<file path="config.mk">
export PLATFORM = sky130hd
export DESIGN_NAME = scattering_header_parser_top
export DESIGN_NICKNAME = d
export VERILOG_FILES = /design/src/design/shp_pkg.sv /design/src/design/shp_core.sv /design/src/design/scattering_header_parser_top.sv
export SDC_FILE = /design/constraint.sdc
export NUM_CORES = 1
export LEC_CHECK = 0
export BUFFER_PORTS_ARGS = -buffer_cell sky130_fd_sc_hd__buf_2
export CORE_MARGIN = 2
export CORE_UTILIZATION = 45
export DETAILED_ROUTE_END_ITERATION = 6
export GPL_TIMING_DRIVEN = 0
export HOLD_SLACK_MARGIN = 0.12
export SLEW_MARGIN = 10
export SYNTH_ARGS = -nofsm -noshare
export SYNTH_HDL_FRONTEND = slang
export SYNTH_SLANG_ARGS = --single-unit
</file>
<file path="constraint.sdc">
create_clock -name clk -period 12.8 [get_ports clk]
set_clock_uncertainty 0.1 [all_clocks]
set_input_delay 0.64 -clock clk [delete_from_list [all_inputs] [get_ports clk]]
set_output_delay 0.64 -clock clk [all_outputs]
set_load 0.05 [all_outputs]
</file>
<file path="src/design/shp_pkg.sv">
// Types and constants for the scattering header parser.
// No dependencies; used by the core, the top level and the checker.
package shp_pkg;

  typedef enum logic [2:0] {
    ST_OK       = 3'd0,
    ST_EARLY    = 3'd1,
    ST_MAGIC    = 3'd2,
    ST_VERSION  = 3'd3,
    ST_FLAGS    = 3'd4,
    ST_INDEX    = 3'd5,
    ST_ROUGH    = 3'd6,
    ST_RESERVED = 3'd7
  } status_t;

  localparam logic [3:0] ID_VERSION = 4'd0;
  localparam logic [3:0] ID_FLAGS   = 4'd1;
  localparam logic [3:0] ID_INDEX   = 4'd10;
  localparam logic [3:0] ID_ROUGH0  = 4'd11;
  localparam logic [3:0] ID_ROUGH1  = 4'd12;
  localparam logic [3:0] ID_DONE    = 4'd13;

  // Word indexes, counted from byte 8 in steps of four bytes.
  localparam logic [3:0] WIDX_FLAGS      = 4'd0;
  localparam logic [3:0] WIDX_LAST_COUNT = 4'd8;
  localparam logic [3:0] WIDX_INDEX      = 4'd9;
  localparam logic [3:0] WIDX_ROUGH0     = 4'd10;
  localparam logic [3:0] WIDX_ROUGH1     = 4'd11;
  localparam logic [3:0] WIDX_RESERVED0  = 4'd12;
  localparam logic [3:0] WIDX_BASE       = 4'd2;

  localparam logic [5:0] MAGIC_LEN   = 6'd7;
  localparam logic [5:0] POS_VERSION = 6'd7;
  localparam logic [5:0] POS_FLAGS   = 6'd8;
  localparam logic [1:0] SLOT_LAST   = 2'd3;

  localparam logic [7:0]  VERSION_ONE = 8'd1;
  localparam logic [31:0] FLAGS_MAX   = 32'd3;
  localparam logic [31:0] FP_ONE      = 32'h3F80_0000;
  localparam logic [31:0] FP_INF      = 32'h7F80_0000;
  localparam logic [31:0] FP_NEG_ZERO = 32'h8000_0000;

  typedef struct packed {
    logic [3:0]  field_id;
    logic [31:0] field_value;
    status_t     status;
    logic        last;
  } result_t;

  // Expected magic byte at a given position of "SCATFUN".
  function automatic logic [7:0] magic_byte(input logic [2:0] idx);
    logic [7:0] b;
    case (idx)
      3'd0:    b = 8'h53;
      3'd1:    b = 8'h43;
      3'd2:    b = 8'h41;
      3'd3:    b = 8'h54;
      3'd4:    b = 8'h46;
      3'd5:    b = 8'h55;
      3'd6:    b = 8'h4E;
      default: b = 8'h00;
    endcase
    return b;
  endfunction

  // Finite and not below zero; minus zero passes.
  function automatic logic rough_ok(input logic [31:0] bits);
    return (bits < FP_INF) || (bits == FP_NEG_ZERO);
  endfunction

endpackage

</file>
<file path="src/design/shp_core.sv">
// Header parse state and per-byte decode for the scattering header parser.
// Depends on shp_pkg.
module shp_core (
  input  logic             clk,
  input  logic             rst_n,
  input  logic             accept,
  input  logic [7:0]       data_byte,
  input  logic             end_of_data,
  output logic             res_valid,
  output shp_pkg::result_t res
);

  logic [5:0]  pos_r, pos_nxt;
  logic [23:0] partial_r, partial_nxt;
  logic        rough_bad_r, rough_bad_nxt;

  logic [1:0]  slot;
  logic [3:0]  widx;
  logic [31:0] word;

  assign slot = pos_r[1:0];
  assign widx = pos_r[5:2] - shp_pkg::WIDX_BASE;
  assign word = {data_byte, partial_r};

  always_comb begin
    res_valid     = 1'b0;
    res           = '0;
    res.status    = shp_pkg::ST_OK;
    pos_nxt       = pos_r;
    partial_nxt   = partial_r;
    rough_bad_nxt = rough_bad_r;

    if (pos_r < shp_pkg::MAGIC_LEN) begin
      if (end_of_data || data_byte != shp_pkg::magic_byte(pos_r[2:0])) begin
        res_valid  = 1'b1;
        res.status = shp_pkg::ST_MAGIC;
        res.last   = 1'b1;
      end else begin
        pos_nxt = pos_r + 6'd1;
      end
    end else if (end_of_data) begin
      res_valid  = 1'b1;
      res.status = shp_pkg::ST_EARLY;
      res.last   = 1'b1;
    end else if (pos_r == shp_pkg::POS_VERSION) begin
      res_valid = 1'b1;
      if (data_byte != shp_pkg::VERSION_ONE) begin
        res.status = shp_pkg::ST_VERSION;
        res.last   = 1'b1;
      end else begin
        pos_nxt         = shp_pkg::POS_FLAGS;
        res.field_id    = shp_pkg::ID_VERSION;
        res.field_value = 32'd1;
      end
    end else if (slot != shp_pkg::SLOT_LAST) begin
      // Gather the low three bytes of the word.
      partial_nxt = partial_r | ({16'd0, data_byte} << {slot, 3'b000});
      pos_nxt     = pos_r + 6'd1;
    end else begin
      partial_nxt = '0;
      pos_nxt     = pos_r + 6'd1;
      res_valid   = 1'b1;
      res.field_value = word;
      if (widx == shp_pkg::WIDX_FLAGS) begin
        res.field_id = shp_pkg::ID_FLAGS;
        if (word > shp_pkg::FLAGS_MAX) begin
          res.status = shp_pkg::ST_FLAGS;
          res.last   = 1'b1;
        end
      end else if (widx <= shp_pkg::WIDX_LAST_COUNT) begin
        res.field_id = shp_pkg::ID_FLAGS + widx;
      end else if (widx == shp_pkg::WIDX_INDEX) begin
        res.field_id = shp_pkg::ID_INDEX;
        if (word < shp_pkg::FP_ONE || word >= shp_pkg::FP_INF) begin
          res.status = shp_pkg::ST_INDEX;
          res.last   = 1'b1;
        end
      end else if (widx == shp_pkg::WIDX_ROUGH0) begin
        res.field_id  = shp_pkg::ID_ROUGH0;
        rough_bad_nxt = !shp_pkg::rough_ok(word);
      end else if (widx == shp_pkg::WIDX_ROUGH1) begin
        res.field_id = shp_pkg::ID_ROUGH1;
        if (rough_bad_r || !shp_pkg::rough_ok(word)) begin
          res.status = shp_pkg::ST_ROUGH;
          res.last   = 1'b1;
        end
      end else if (word != '0) begin
        res.status = shp_pkg::ST_RESERVED;
        res.last   = 1'b1;
      end else if (widx == shp_pkg::WIDX_RESERVED0) begin
        res_valid = 1'b0;
      end else begin
        res.last = 1'b1;
      end
    end

    // Every closing result reads as the done id with a zero value.
    if (res.last) begin
      res.field_id    = shp_pkg::ID_DONE;
      res.field_value = '0;
      pos_nxt         = '0;
      partial_nxt     = '0;
      rough_bad_nxt   = 1'b0;
    end
  end

  always_ff @(posedge clk) begin
    if (!rst_n) begin
      pos_r       <= '0;
      partial_r   <= '0;
      rough_bad_r <= 1'b0;
    end else if (accept) begin
      pos_r       <= pos_nxt;
      partial_r   <= partial_nxt;
      rough_bad_r <= rough_bad_nxt;
    end
  end

endmodule

</file>
<file path="src/design/scattering_header_parser_top.sv">
// Scattering header parser, top level: byte stream in, field results out.
// Depends on shp_pkg and shp_core.
//
// Usage:
//   The input channel carries one header byte per request: in_tdata holds
//   the byte, in_tuser[0] flags end of data (byte then ignored). A 64-byte
//   header is checked against the fixed layout: magic "SCATFUN", version,
//   flags, eight counts, refraction index, two roughness values and two
//   reserved words.
//   The output channel carries a result for each completed field except the first reserved word, then a
//   closing result with out_tlast high (done, or the first error found).
//   out_tdata is the field value, out_tuser the field id and status.
//   After any closing result the parser starts again at the magic.
// Timing:
//   One byte per cycle, sustained while the skid register is empty. A
//   result is registered in the output register, or in the skid register
//   while the output stalls, once the byte that completes the field is
//   taken; the decode is a single compare-and-assemble step between the parse state and the output register.
// Reset and stall:
//   rst_n (synchronous, active low) returns the parser to the first magic
//   byte and empties the output stage. When the receiver stalls, a second
//   result is held in a skid register and in_tready drops only once that
//   register is full, so no result is lost.
module scattering_header_parser_top (
  input  logic        clk,
  input  logic        rst_n,
  input  logic        in_tvalid,
  output logic        in_tready,
  input  logic [7:0]  in_tdata,   // [7:0] data_byte
  input  logic [0:0]  in_tuser,   // [0] end_of_data
  output logic        out_tvalid,
  input  logic        out_tready,
  output logic [31:0] out_tdata,  // [31:0] field_value
  output logic [6:0]  out_tuser,  // [3:0] field_id, [6:4] status
  output logic        out_tlast   // last
);

  logic             accept;
  logic             res_valid;
  shp_pkg::result_t res;

  logic             out_valid_r;
  shp_pkg::result_t out_r;
  logic             skid_valid_r;
  shp_pkg::result_t skid_r;

  // Take a byte whenever the skid register is free.
  assign in_tready = !skid_valid_r;
  assign accept    = in_tvalid && in_tready;

  shp_core u_core (
    .clk         (clk),
    .rst_n       (rst_n),
    .accept      (accept),
    .data_byte   (in_tdata),
    .end_of_data (in_tuser[0]),
    .res_valid   (res_valid),
    .res         (res)
  );

  // Output register with a one-entry skid behind it.
  always_ff @(posedge clk) begin
    if (!rst_n) begin
      out_valid_r  <= 1'b0;
      skid_valid_r <= 1'b0;
    end else if (out_tready || !out_valid_r) begin
      if (skid_valid_r) begin
        // Advance the held result; no byte was taken this cycle.
        out_valid_r  <= 1'b1;
        out_r        <= skid_r;
        skid_valid_r <= 1'b0;
      end else begin
        out_valid_r <= accept && res_valid;
        out_r       <= res;
      end
    end else if (accept && res_valid) begin
      // Hold the new result while the output stays stalled.
      skid_valid_r <= 1'b1;
      skid_r       <= res;
    end
  end

  assign out_tvalid = out_valid_r;
  assign out_tdata  = out_r.field_value;
  assign out_tuser  = {out_r.status, out_r.field_id};
  assign out_tlast  = out_r.last;

endmodule

</file>
# After elaboration in Yosys (flattened, before gate mapping)
# Index checks and enable logic that the tools add are counted.
dict set report classes {
  n_shift 1
  mux 60
  n_addsub 3
  bitwise 3
  reduce_logical 20
  magnitude_cmp 6
  eq_ne 25
}
# op n
set ops {}
lappend ops {{24-bit two-way mux} 5}
lappend ops {{40-bit two-way mux} 3}
lappend ops {{36-bit two-way mux} 3}
lappend ops {{4-bit two-way mux} 15}
lappend ops {{7-bit one-hot mux with 7 select lines} 1}
lappend ops {{6-bit two-way mux} 6}
lappend ops {{32-bit == test, second input constant} 1}
lappend ops {{32-bit by 31-bit >= comparator with 1-bit output, second input constant} 1}
lappend ops {{32-bit by 2-bit greater-than comparator with 1-bit output, second input constant} 1}
lappend ops {{32-bit by 30-bit less-than comparator with 1-bit output, second input constant} 1}
lappend ops {{32-bit by 31-bit less-than comparator with 1-bit output, second input constant} 1}
lappend ops {{32-bit nonzero test} 1}
lappend ops {{24-bit bitwise OR} 1}
lappend ops {{8-bit by 5-bit << shifter with 24-bit output} 1}
lappend ops {{1-bit two-way mux} 23}
lappend ops {{4-bit == test, second input constant} 4}
lappend ops {{2-bit != test, second input constant} 7}
lappend ops {{3-bit == test, second input constant} 3}
lappend ops {{3-bit two-way mux} 3}
lappend ops {{9-bit AND reduction} 1}
lappend ops {{8-bit two-way mux} 1}
lappend ops {{8-bit by 1-bit != test with 1-bit output, second input constant} 1}
lappend ops {{8-bit != test} 1}
lappend ops {{4-bit AND reduction} 2}
lappend ops {{other kinds (22)} 31}
dict set report word_totals {
  inputBits 13
  register_bits 113
  out_inout_bits 42
}

# Logic depth before layout (Yosys ltp)
# Gate-level depths: netlist of run 1.
dict set report logic_depth {
  ltp_word 16
  ltp_mapped 12
}

# By module
# From an unflattened synthesis of run 1, not the netlist that was laid out.
dict set report hier_totals {
  hier_cells 444
  area_unflattened_um2 5504.0
}
# mod n_inst area_per_inst_um2 seq_area_each_um2 cells_each
set modules_own_cells {}
lappend modules_own_cells {scattering_header_parser_top 1 3185.6 2442.3 137}
lappend modules_own_cells {shp_core 1 2318.5 620.6 307}

# Worst setup path before layout of run 1
# Ideal clock, no wire load.
dict set report synth_path {
  path_type {register to register}
  start {register u_core.pos_r[0]}
  end {register skid_r[0] (netlist bit), enable pin}
  slack_ns 7.556
  setup_ns 0.487
  t_arrival_ns 4.656
  stages_incl_launch_ff 9
  period_less_slack_ns 5.244
  n_path_buf 1
  path_cell_list {dfxtp_1 > clkbuf_1 > inv_1 > ha_1 > or3_1 > o21a_1 > o2111ai_1 > o31ai_1 > nor3_1}
}
dict set report synth_between {
  elab_chain_cells 9
}
# item line
set synth_lines {}
lappend synth_lines {{from (decl)} shp_core.sv:13} ;# logic [5:0] pos_r, pos_nxt;
lappend synth_lines {{from (signal assigned)} shp_core.sv:113} ;# pos_r <= pos_nxt;
lappend synth_lines {{3-bit == test, or another cell as far along} shp_pkg.sv:53} ;# case (idx)
lappend synth_lines {{7-bit one-hot mux with 7 select lines} shp_pkg.sv:53}
lappend synth_lines {{8-bit two-way mux} shp_core.sv:33} ;# if (pos_r < shp_pkg::MAGIC_LEN) begin
lappend synth_lines {{8-bit != test} shp_core.sv:34} ;# if (end_of_data || data_byte != shp_pkg::magic_byte(pos_r[2:0])) begin
lappend synth_lines {{1-bit logical OR} shp_core.sv:34}
lappend synth_lines {{1-bit two-way mux} shp_core.sv:34}
lappend synth_lines {{1-bit two-way mux *} shp_core.sv:33}
lappend synth_lines {{1-bit logical AND *} scattering_header_parser_top.sv:76} ;# end else if (accept && res_valid) begin
lappend synth_lines {{3-bit AND reduction (no line) *} n/a}
lappend synth_lines {{to (signal assigned)} scattering_header_parser_top.sv:79} ;# skid_r <= res;
lappend synth_lines {{to (decl)} scattering_header_parser_top.sv:45} ;# shp_pkg::result_t skid_r;
# Mark *: on every way between the ends. The rest lies on a longest branch, timed or not. The select of a mux whose other input is x is not followed.
# A chain may end at the register's enable or synchronous reset.

# Worst setup path in the final report of run 1
dict set report layout_path {
  start {register u_core.pos_r[0]}
  end {register skid_r[15] (netlist bit), enable pin}
}
# The elaborated chain is that of the path after synthesis.

==> run metrics, run 1 <==
setup TNS=0 ns; Fin. Hold Viols=0; Post-CTS Resized=0; final setup fails=0; DIE HEIGHT=~120 um; Skew-Pair Late Insertion Delay=roughly 0.43 ns; crit path time final=4.310 ns; CTS root buf=clkbuf_16; clock buffer depth=2; Hold Crit Class=in -> reg; CP endpoint kind=flop; drt pass-1 iters=5; Rows=41; Critical Path RT=between 10 and 15 ns; H-tree lvl count=4; vias in the first global route=roughly 4300; Antenna Cells=0; PD cells=133.8 nW/um^2; yosys warns=0; clock slew at reported path FFs=0.06 ns; cts hold-fix bufs=0; largest net degree at the start of global routing=39; RSZ-0062 raised after global routing=no; Area Growth Syn to Fin=18.90%; Yosys reg bits=113; Fmax=232.0 MHz; Port Buf Inserts=51; Post-Syn Instances=530; initial antenna violation count=0; maxcap violations=0; sequential share of power=44.0%; number of nets in the layout=628; Crit path largest cell delay=0.81 ns; Setup Buffers After CTS=0; Max Slew Vio Count=0; Antenna Nets Post-Route=0; ys flop type=edfxtp_1; largest fanout on the critical path=12; TritonCTS Buffers=17; Top delay family on crit path=buffers and inverters; internal power=0.6969 mW; switching portion of total power=23.42%; post-synthesis cell area=5720 sq um; Vias=approximately 4500; drt first-iter violations=~300; Slew @ Worst Pin=slightly below 1 ns; most frequent CP cell=buf_4; Netlist cell types=63; I/O pins=55; clock share of power=49.3%; slowest CP cell=nor3_2; Slew HR=35.39%; dpl cell area=6240 sq um; CTS tree=built; die span in x=~120 um; final instance area=a little under 7000 sq um; worst-path cell chain=clkbuf_1 -> inv_1 -> ha_1 -> or3_1 -> o21a_1 -> o2111ai_1 -> o31ai_1 -> nor3_2 -> buf_4 -> buf_4 -> buf_4; Total Wirelength=14280 um; mean post-synth cell area=10.79 sq um; DP HPWL=a little over 10000 um; GRT Total Usage=22.58%; asr flop ratio synth=0%; Setup CP Type=reg -> reg; vias per inst=5.677; layout cells sized above 1=23.82%; Syn Nets=roughly 550; startpoint types=flop; Routability Congestion=0.8697; final period utilization=33.67%; WP buf/inv=5; leakage=2.322 nW; Seq/Total Area, Yosys=53.54%; Max VDD drop=0.00007058 V; Die ar.=around 14000 sq um; Crit path arrival time=4.33 ns; final worst slack=8.490 ns; initial core utilization=45.70%; status=finished, final reports clean; CTS Sinks=around 110; DP Worst Slack=8.540 ns; Core Area=12520 sq um; DRC=0; Logic pwr share=between 6 and 7%; Overflow after GRT=0; DR WL/cell=approximately 18 um; EDFF count, synth=80; first-pass GRT wire length=22850 um; switching pwr=0.2131 mW
cells in the final DEF (no fill, tap or decap), types with 11 or more instances in the layout:
| cell | instances |
|---|---|
| edfxtp_1 | 80 |
| buf_2 | 59 |
| nand2_1 | 56 |
| nor2_1 | 46 |
| inv_1 | 39 |
| o21ai_0 | 35 |
| dfxtp_1 | 33 |
| o31ai_2 | 28 |
| a221oi_1 | 21 |
| clkbuf_1 | 20 |
| nand3_1 | 18 |
| clkbuf_16 | 17 |
| nor3_1 | 12 |
| ha_1 | 11 |
cells in the mapped netlist (3+ instances only):
| cell type | n | area share (%) |
|---|---|---|
| o21ai_0 | 35 | 3.1 |
| o31ai_2 | 28 | 6.1 |
| a21boi_0 | 3 | 0.39 |
| and2_1 | 5 | 0.55 |
| buf_2 | 8 | 0.70 |
| nand3_1 | 18 | 1.6 |
| or2_1 | 3 | 0.33 |
| o31ai_1 | 5 | 0.66 |
| nor2b_1 | 3 | 0.33 |
| nand2b_1 | 4 | 0.44 |
| o2111ai_1 | 4 | 0.61 |
| a221oi_2 | 3 | 0.79 |
| o211ai_1 | 8 | 1.0 |
| or3_1 | 3 | 0.33 |
| nand4_1 | 6 | 0.66 |
| dfxtp_1 | 33 | 12 |
| nand2_1 | 56 | 3.7 |
| nor3_1 | 13 | 1.1 |
| nor2_1 | 46 | 3.0 |
| o31a_1 | 3 | 0.46 |
| a31oi_1 | 3 | 0.33 |
| a221oi_1 | 21 | 3.2 |
| nor4_1 | 7 | 0.77 |
| o21a_1 | 3 | 0.39 |
| ha_1 | 11 | 2.4 |
| inv_1 | 39 | 2.6 |
| buf_6 | 8 | 1.6 |
| clkbuf_1 | 19 | 1.2 |
| edfxtp_1 | 80 | 42 |
| and3_1 | 5 | 0.55 |
| a21oi_1 | 10 | 0.87 |
power groups by stage:
stage | registers [mW] | logic [mW] | clock network (mW)
floorplan | 0.430 | 0.0202 | 0
global placement | 0.408 | 0.0586 | 0
detailed placement | 0.408 | 0.0610 | 0
CTS | 0.400 | 0.0610 | 0.455
global route | 0.401 | 0.0653 | 0.470
finish | 0.400 | 0.0610 | 0.449
stage by stage:
| stage | hold WS (ns) | util [%] | cells | power (mW) |
|---|---|---|---|---|
| final | 0.4205 | 54.34 | 789 | 0.9100 |
| after global routing | 0.4401 | 54.34 | 789 | 0.9359 |
| after detailed placement | 0.4123 | 49.85 | 757 | 0.4686 |
| after CTS | 0.4114 | 54.34 | 789 | 0.9165 |
| after global placement | 0.3954 | 49.46 | 753 | 0.4666 |
| after floorplan | 0.3812 | - | 530 | 0.4500 |
path summary, 6_finish.rpt:
| kind | depth (start not counted) | slack (ns) | startpoint | to |
|---|---|---|---|---|
| worst min-delay path | 3 | 0.42 | out_tready | skid_valid_r$_SDFFE_PP0P_ |
| worst max register to register | 11 | 8.49 | u_core.pos_r[0]$_SDFFE_PN0P_ | skid_r[15]$_DFFE_PP_ |
| worst min register to register | 2 | 0.42 | out_tvalid$_SDFFE_PN0N_ | out_tvalid$_SDFFE_PN0N_ |
| worst max-delay path | 11 | 8.49 | u_core.pos_r[0]$_SDFFE_PN0P_ | skid_r[15]$_DFFE_PP_ |
state kept, by name, summed over array words and instances (netlist names):
| name | cells |
|---|---|
| u_core.partial_r | 24 |
| out_tuser | 7 |
| out_tlast | 1 |
| u_core.pos_r | 6 |
| out_tvalid | 1 |
| u_core.rough_bad_r | 1 |
| skid_valid_r | 1 |
| out_tdata | 32 |
| skid_r | 40 |
logic make-up (layout without fill, tap and decap cells):
logic type,after synthesis,after routing,synth area share (%)
multiplexers,2,2,0.3718
XOR/XNOR,3,3,0.4594
AND/OR/NAND/NOR,182,182,15.51
adder cells (fa/ha/maj),11,11,2.406
AO/OA/AOI/OAI,144,144,21.50
flip-flops,113,113,53.54
buffers and inverters,75,162,6.212
area by class of cell:
type | count | area, sq um
Timing Repair Buffer | 55 | 297.8
Clock buffer | 19 | 442.9
Clock inverter | 13 | 118.9
Multi-Input combinational cell | 342 | 2308
Fill cell | 1154 | 5715
Sequential cell | 113 | 3063
Buffer | 36 | 209.0
Tap cell | 172 | 215.2
Inverter | 39 | 146.4
worst min-delay path: stages:
cell and delay (ns):
buf_2 0.08, nand3b_1 0.13, nor2_1 0.05
per-layer routing:
| metal | track usage [%] | part of all wire [%] | up-vias |
|---|---|---|---|
| met2 | 35.03 | 47 | 145 |
| met3 | 5.760 | 5.9 | 29 |
| li1 | - | - | 2146 |
| met4 | 9.882 | 2.4 | 0 |
| met5 | 0 | 0 | - |
| met1 | 30.02 | 45 | 2159 |
No activity file was read; power rests on OpenSTA's default activity.
==> inputs of run 2 (changes only) <==
Settings changed: PLACE_DENSITY from default to 0.66.
Clock period 12.8 ns to 3.7 ns, I/O delays scaled along.
==> run 2 against run 1 <==
Effect of this change:
- count of clock-buffer cells in the layout did not move
- sequential share of layout area fell by 0.45 points
- largest cell class unchanged
- combinational power rose to 3.6 times the previous value
- core utilization rose by 0.55 points
- routed wire length rose by 0.75%
- hold slack got worse by 0.29 ns
- largest power group unchanged
- maximum frequency rose by 23%
- via count rose by 2.0%
- global-route usage fell by 0.13 points
- worst setup slack got worse by 8.3 ns
==> run metrics, run 2 (synthesis gave the netlist of run 1 again) <==
clock slew at reported path FFs=0.05 ns (about the same); Max VDD drop=0.0002818 V (+300%); Crit path arrival time=3.62 ns (-0.71 ns); Routability Congestion=0.9326 (+7.2%); Setup crit end=out_tdata[25]$_DFFE_PP_; number of nets in the layout=630 (+0.32%); Max Slew Vio Count=0 (unchanged); largest net degree at the start of global routing=40 (+2.6%); Crit path largest cell delay=0.60 ns (-0.21 ns); H-tree lvl count=4 (unchanged); initial core utilization=45.70% (unchanged); Critical path origin=u_core.pos_r[0]$_SDFFE_PN0P_; die span in x=116.8 um (unchanged); Top delay family on crit path=simple AND/OR/NAND/NOR gates; I/O pins=55 (unchanged); Setup Buffers After CTS=0 (unchanged); clock share of power=49.1% (-0.2 points); startpoint types=flop; Slew HR=50.09% (+15 points); initial antenna violation count=0 (unchanged); Overflow after GRT=0 (unchanged); leakage=2.340 nW (+0.77%); dpl cell area=6254 sq um (+0.22%); critical path depth=12 (+1); Total Wirelength=14390 um (+0.75%); DRC=0 (unchanged); crit path time final=3.496 ns (-0.8135 ns); PD cells=458.4 nW/um^2 (+240%); layout cells sized above 1=23.79% (-0.039 points); met1 WL=6208 um (-3.1%); top register by number of flip-flops=skid_r; Antenna Cells=0 (unchanged); slowest CP cell=or4_4; Fin. Hold Viols=0 (unchanged); Die ar.=13630 sq um (unchanged); TritonCTS Buffers=17 (unchanged); commonest non-fill, non-tap cell in the layout=edfxtp_1; CTS Sinks=113 (unchanged); final period utilization=94.49% (+61 points); final core occ=54.89% (+0.55 points); Worst R2R End=out_tdata[25]$_DFFE_PP_; drt pass-1 iters=5 (unchanged); Rows=41 (unchanged); most frequent CP cell=buf_6; DIE HEIGHT=116.8 um (unchanged); first-pass GRT wire length=23150 um (+1.3%); drt first-iter violations=418 (+37%); DR WL/cell=18.22 um (+0.62%); most frequent cells in the layout=edfxtp_1, buf_2, nand2_1; total chip power=3.149 mW (+250%); switching pwr=0.7494 mW (+250%); Port Buf Inserts=51 (unchanged); clock buffer depth=2 (unchanged); largest fanout on the critical path=10 (-2); WL met3=783 um (-7.2%); Slew @ Worst Pin=0.7487 ns (-0.2122 ns); Fmax=286.0 MHz (+23%); status=finished, final reports clean; maxcap violations=0 (unchanged); vias per inst=5.782 (+1.9%); Final Non-Filler Cells=790 (+0.13%); Placed Cells=756 (-0.13%); CP endpoint kind=flop; Logic pwr share=6.9% (+0.2 points); vias in the first global route=4520 (+5.3%); CTS tree=built; Reg-to-Reg Start=u_core.pos_r[0]$_SDFFE_PN0P_; WP buf/inv=4 (-1); worst-path cell chain=buf_2 -> inv_1 -> ha_1 -> or3_1 -> mux2i_1 -> xnor2_1 -> or4_4 -> o211ai_2 -> buf_6 -> o21ai_4 -> buf_6 -> o31ai_2; Core Area=12520 sq um (unchanged); highest routed metal layer=met4; Hold Crit Class=in -> reg; RSZ-0062 raised after global routing=no; Setup CP Type=reg -> reg; Antenna Nets Post-Route=0 (unchanged); DP HPWL=9981 um (-0.80%); final instance area=6870 sq um (+1.0%); Largest register FFs=40 (unchanged); final setup fails=0 (unchanged); met2 WL=7047 um (+5.3%); flop-to-flop setup slack=0.20 ns (-8.29 ns); Skew-Pair Late Insertion Delay=0.41 ns (-0.02 ns); Area Growth Syn to Fin=20.10%; Worst R2R Path Depth=12 (+1); CTS root buf=clkbuf_16; switching portion of total power=23.80% (+0.38 points); GRT Total Usage=22.45% (-0.13 points); Critical Path RT=3.83 ns (-8.99 ns); internal power=2.400 mW (+240%); Vias=4568 (+2.0%); sequential share of power=44.0% (about the same)
run 2: changes by cell type in the layout (fill, tap and decap cells not counted), sizes merged:
cell         previous run  this run
dlygate4sd3             0         4
clkinvlp                3         2
clkbuf                 38        36
run 2: stage by stage:
step | hold slack, ns | setup TNS, ns | worst slack, ns
floorplan | 0.2874 | 0 | 0.2507
global placement | 0.3867 | -20.04 | -0.4567
detailed placement | 0.4019 | -5.047 | -0.2427
CTS | 0.1207 | 0 | 0.01105
global route | 0.1533 | 0 | 0.01266
finish | 0.1343 | 0 | 0.2039
run 2: worst min-delay path, delay by kind of cell:
kind	cells	cell delay (ns)
compound gates	1	0.07
buf+inv	1	0.09
simple gates	2	0.25
run 2: power groups by stage:
stage          combinational [mW]  clock [mW]  sequential (mW)
2_1_floorplan              0.0704           0             1.49
3_5_place_dp                0.211           0             1.41
5_1_grt                     0.231        1.62             1.39
6_report                    0.218        1.55             1.38
4_1_cts                     0.216        1.55             1.38
3_3_place_gp                0.202           0             1.41
run 2: worst min-delay path by stage:
stage | cells past startpoint | slack (ns) | startpoint | to
after detailed placement | 2 | 0.40 | u_core.rough_bad_r$_SDFFE_PN0P_ | u_core.rough_bad_r$_SDFFE_PN0P_
after global routing | 4 | 0.15 | in_tvalid | u_core.pos_r[0]$_SDFFE_PN0P_
final | 4 | 0.13 | in_tvalid | u_core.pos_r[0]$_SDFFE_PN0P_
after global placement | 3 | 0.39 | out_tready | out_tvalid$_SDFFE_PN0N_
after CTS | 3 | 0.12 | in_tdata[5] | u_core.partial_r[5]$_SDFFE_PN0P_
after floorplan | 2 | 0.29 | out_tready | out_tvalid$_SDFFE_PN0N_
run 2: layer usage:
metal	vias up	global-route usage, %
li1	2148	-
met1	2209	29.03
met2	177	36.57
met3	34	5.708
met4	0	8.235
met5	-	0
run 2: layout make-up:
type | count | area, sq um
Buffer | 35 | 206.4
Clock inverter | 12 | 118.9
Multi-Input combinational cell | 342 | 2342
Clock buffer | 19 | 432.9
Timing Repair Buffer | 58 | 345.3
Fill cell | 1118 | 5647
Inverter | 39 | 146.4
Sequential cell | 113 | 3063
Tap cell | 172 | 215.2
run 2: what timing repair did:
action,4_1_cts,5_1_grt
gates cloned,0,0
gates resized for setup,1,6
hold endpoints to repair,18,0
setup endpoints to repair,44,114
hold buffers,4,0
==> inputs of run 3 (changes only) <==
Settings changed: CAP_MARGIN from default to 30, GPL_TIMING_DRIVEN 0 to 1.
==> run 3 against run 2 <==
Effect of this change:
- final cell count fell by 1.9%
- combinational power is essentially flat
- largest power group unchanged
- largest cell class unchanged
- non-clock buffer count fell by 16
- via count shrank 2.0%
- clock power up 7%
- sequential power hardly changed
==> run metrics, run 3 (synthesis gave the netlist of run 1 again) <==
Crit path largest cell delay=0.56 ns (-0.04 ns); Hold Crit Class=in -> reg; RSZ-0062 raised after global routing=no; Setup CP Type=reg -> reg; Skew-Pair Late Insertion Delay=0.41 ns (about the same); GRT Total Usage=21.79% (-0.66 points); drt first-iter violations=440 (+5.3%); dpl cell area=6156 sq um (-1.6%); Area Growth Syn to Fin=19.58%; Setup Buffers After CTS=0 (unchanged); Fmax=303.8 MHz (+6.2%); Fin. Hold Viols=0 (unchanged); drt pass-1 iters=5 (unchanged); final worst slack=0.4083 ns (+0.2043 ns); Max Slew Vio Count=0 (unchanged); DIE HEIGHT=116.8 um (unchanged); cts hold-fix bufs=6 (+2); Vias=4475 (-2.0%); worst-path cell chain=inv_1 -> ha_1 -> or3_1 -> mux2i_1 -> xnor2_1 -> or4_4 -> o211ai_2 -> buf_4 -> o21ai_4 -> buf_12 -> o31ai_2; Slew HR=36.86% (-13 points); vias per inst=5.774 (-0.14%); setup TNS=0 ns (unchanged); Die ar.=13630 sq um (unchanged); final setup fails=0 (unchanged); clock buffer depth=2 (unchanged); CTS Sinks=113 (unchanged); DRC=0 (unchanged); Reg-to-Reg Start=u_core.pos_r[0]$_SDFFE_PN0P_; initial antenna violation count=0 (unchanged); CP endpoint kind=flop; top register by number of flip-flops=skid_r; Antenna Nets Post-Route=0 (unchanged); Post-CTS Resized=0 (-1); flop-to-flop setup slack=0.41 ns (+0.20 ns); H-tree lvl count=4 (unchanged); Critical path origin=u_core.pos_r[0]$_SDFFE_PN0P_; first-pass GRT wire length=22560 um (-2.6%); most frequent cells in the layout=edfxtp_1, nand2_1, buf_2; largest net degree at the start of global routing=79 (+98%); vias in the first global route=4226 (-6.5%); Setup crit end=out_tdata[21]$_DFFE_PP_; Worst R2R Path Depth=11 (-1); commonest non-fill, non-tap cell in the layout=edfxtp_1; PD cells=477.1 nW/um^2 (+4.1%); final instance area=6840 sq um (-0.44%); CTS root buf=clkbuf_16; DP HPWL=9373 um (-6.1%); CTS tree=built; Max VDD drop=0.0002346 V (-17%); Core Area=12520 sq um (unchanged); clock slew at reported path FFs=0.06 ns (about the same); Largest register FFs=40 (unchanged); TritonCTS Buffers=17 (unchanged); Critical Path RT=3.82 ns (about the same); layout cells sized above 1=24.54% (+0.76 points); I/O pins=55 (unchanged); DR WL/cell=18.13 um (-0.47%); die span in x=116.8 um (unchanged); Crit path arrival time=3.42 ns (-0.20 ns); largest fanout on the critical path=63 (+53); number of nets in the layout=614 (-2.5%); startpoint types=flop; leakage=2.347 nW (+0.29%); Antenna Cells=0 (unchanged); Port Buf Inserts=54 (+5.9%); Slew @ Worst Pin=0.9470 ns (+0.1983 ns); final period utilization=88.97% (-5.5 points); status=finished, final reports clean; DP Worst Slack=0.4420 ns (+0.6847 ns); Rows=41 (unchanged); total chip power=3.264 mW (+3.6%); initial core utilization=45.70% (unchanged); Total Wirelength=14050 um (-2.4%); maxcap violations=0 (unchanged); Routability Congestion=0.9132 (-2.1%); Overflow after GRT=0 (unchanged); Worst R2R End=out_tdata[21]$_DFFE_PP_; slowest CP cell=or4_4; crit path time final=3.292 ns (-0.2043 ns)
run 3: changes by cell type in the layout (fill, tap and decap cells not counted), moves of 2 or more:
cell / previous run / this run
dlygate4sd3_1: 4 / 6
clkbuf_1: 19 / 2
buf_12: 1 / 3
buf_6: 8 / 0
inv_6: 0 / 2
buf_2: 60 / 54
clkinv_2: 3 / 1
buf_8: 2 / 0
clkinv_1: 3 / 1
buf_4: 1 / 14
run 3: worst min-delay path by stage:
stage | start | to | slack [ns] | cells past startpoint
after global placement | out_tready | out_tvalid$_SDFFE_PN0N_ | 0.39 | 3
final | in_tdata[3] | u_core.partial_r[19]$_SDFFE_PN0P_ | 0.14 | 3
after detailed placement | out_tready | out_tvalid$_SDFFE_PN0N_ | 0.41 | 3
after global routing | in_tdata[4] | u_core.partial_r[4]$_SDFFE_PN0P_ | 0.15 | 3
after CTS | in_tdata[0] | u_core.partial_r[0]$_SDFFE_PN0P_ | 0.13 | 3
after floorplan | out_tready | out_tvalid$_SDFFE_PN0N_ | 0.29 | 2
run 3: where the power goes:
part	total, mW	switching [mW]	internal, mW
sequential	1.38	0.00848	1.38
clock	1.66	0.582	1.08
combinational	0.217	0.169	0.0488
run 3: critical path, delay by kind of cell (launching register included):
kind,cells,cell delay (ns)
DFF,1,0.50
and+or+nand+nor,2,0.97
muxes,1,0.18
adders and majority gates,1,0.24
xor gates and xnor gates,1,0.10
AOI/OAI and AO/OA,3,0.38
buffers and inverters,3,0.59
run 3: final cells by class:
cell class,instances,area [sq um]
fill,1145,5677
clock buffer,20,446.7
tap,172,215.2
clock inverter,12,157.7
sequential,113,3064
timing repair buffer,77,495.5
multi-input combinational,342,2315
inverter,39,146.4
run 3: through the flow:
step                      hold slack (ns)  utilization, %  std cells
after CTS                          0.1280           54.49        774
final                              0.1432           54.65        775
after global placement             0.3917           49.18        736
after global routing               0.1530           54.65        775
after floorplan                    0.2874               -        530
after detailed placement           0.4074           49.18        736
run 3: metal layers:
metal | global-route usage (%) | wire (um) | up-vias
li1 | - | - | 2106
met1 | 29.91 | 6267 | 2220
met2 | 34.95 | 6981 | 136
met3 | 3.996 | 599 | 13
met4 | 7.294 | 204 | 0
met5 | 0 | 0 | -
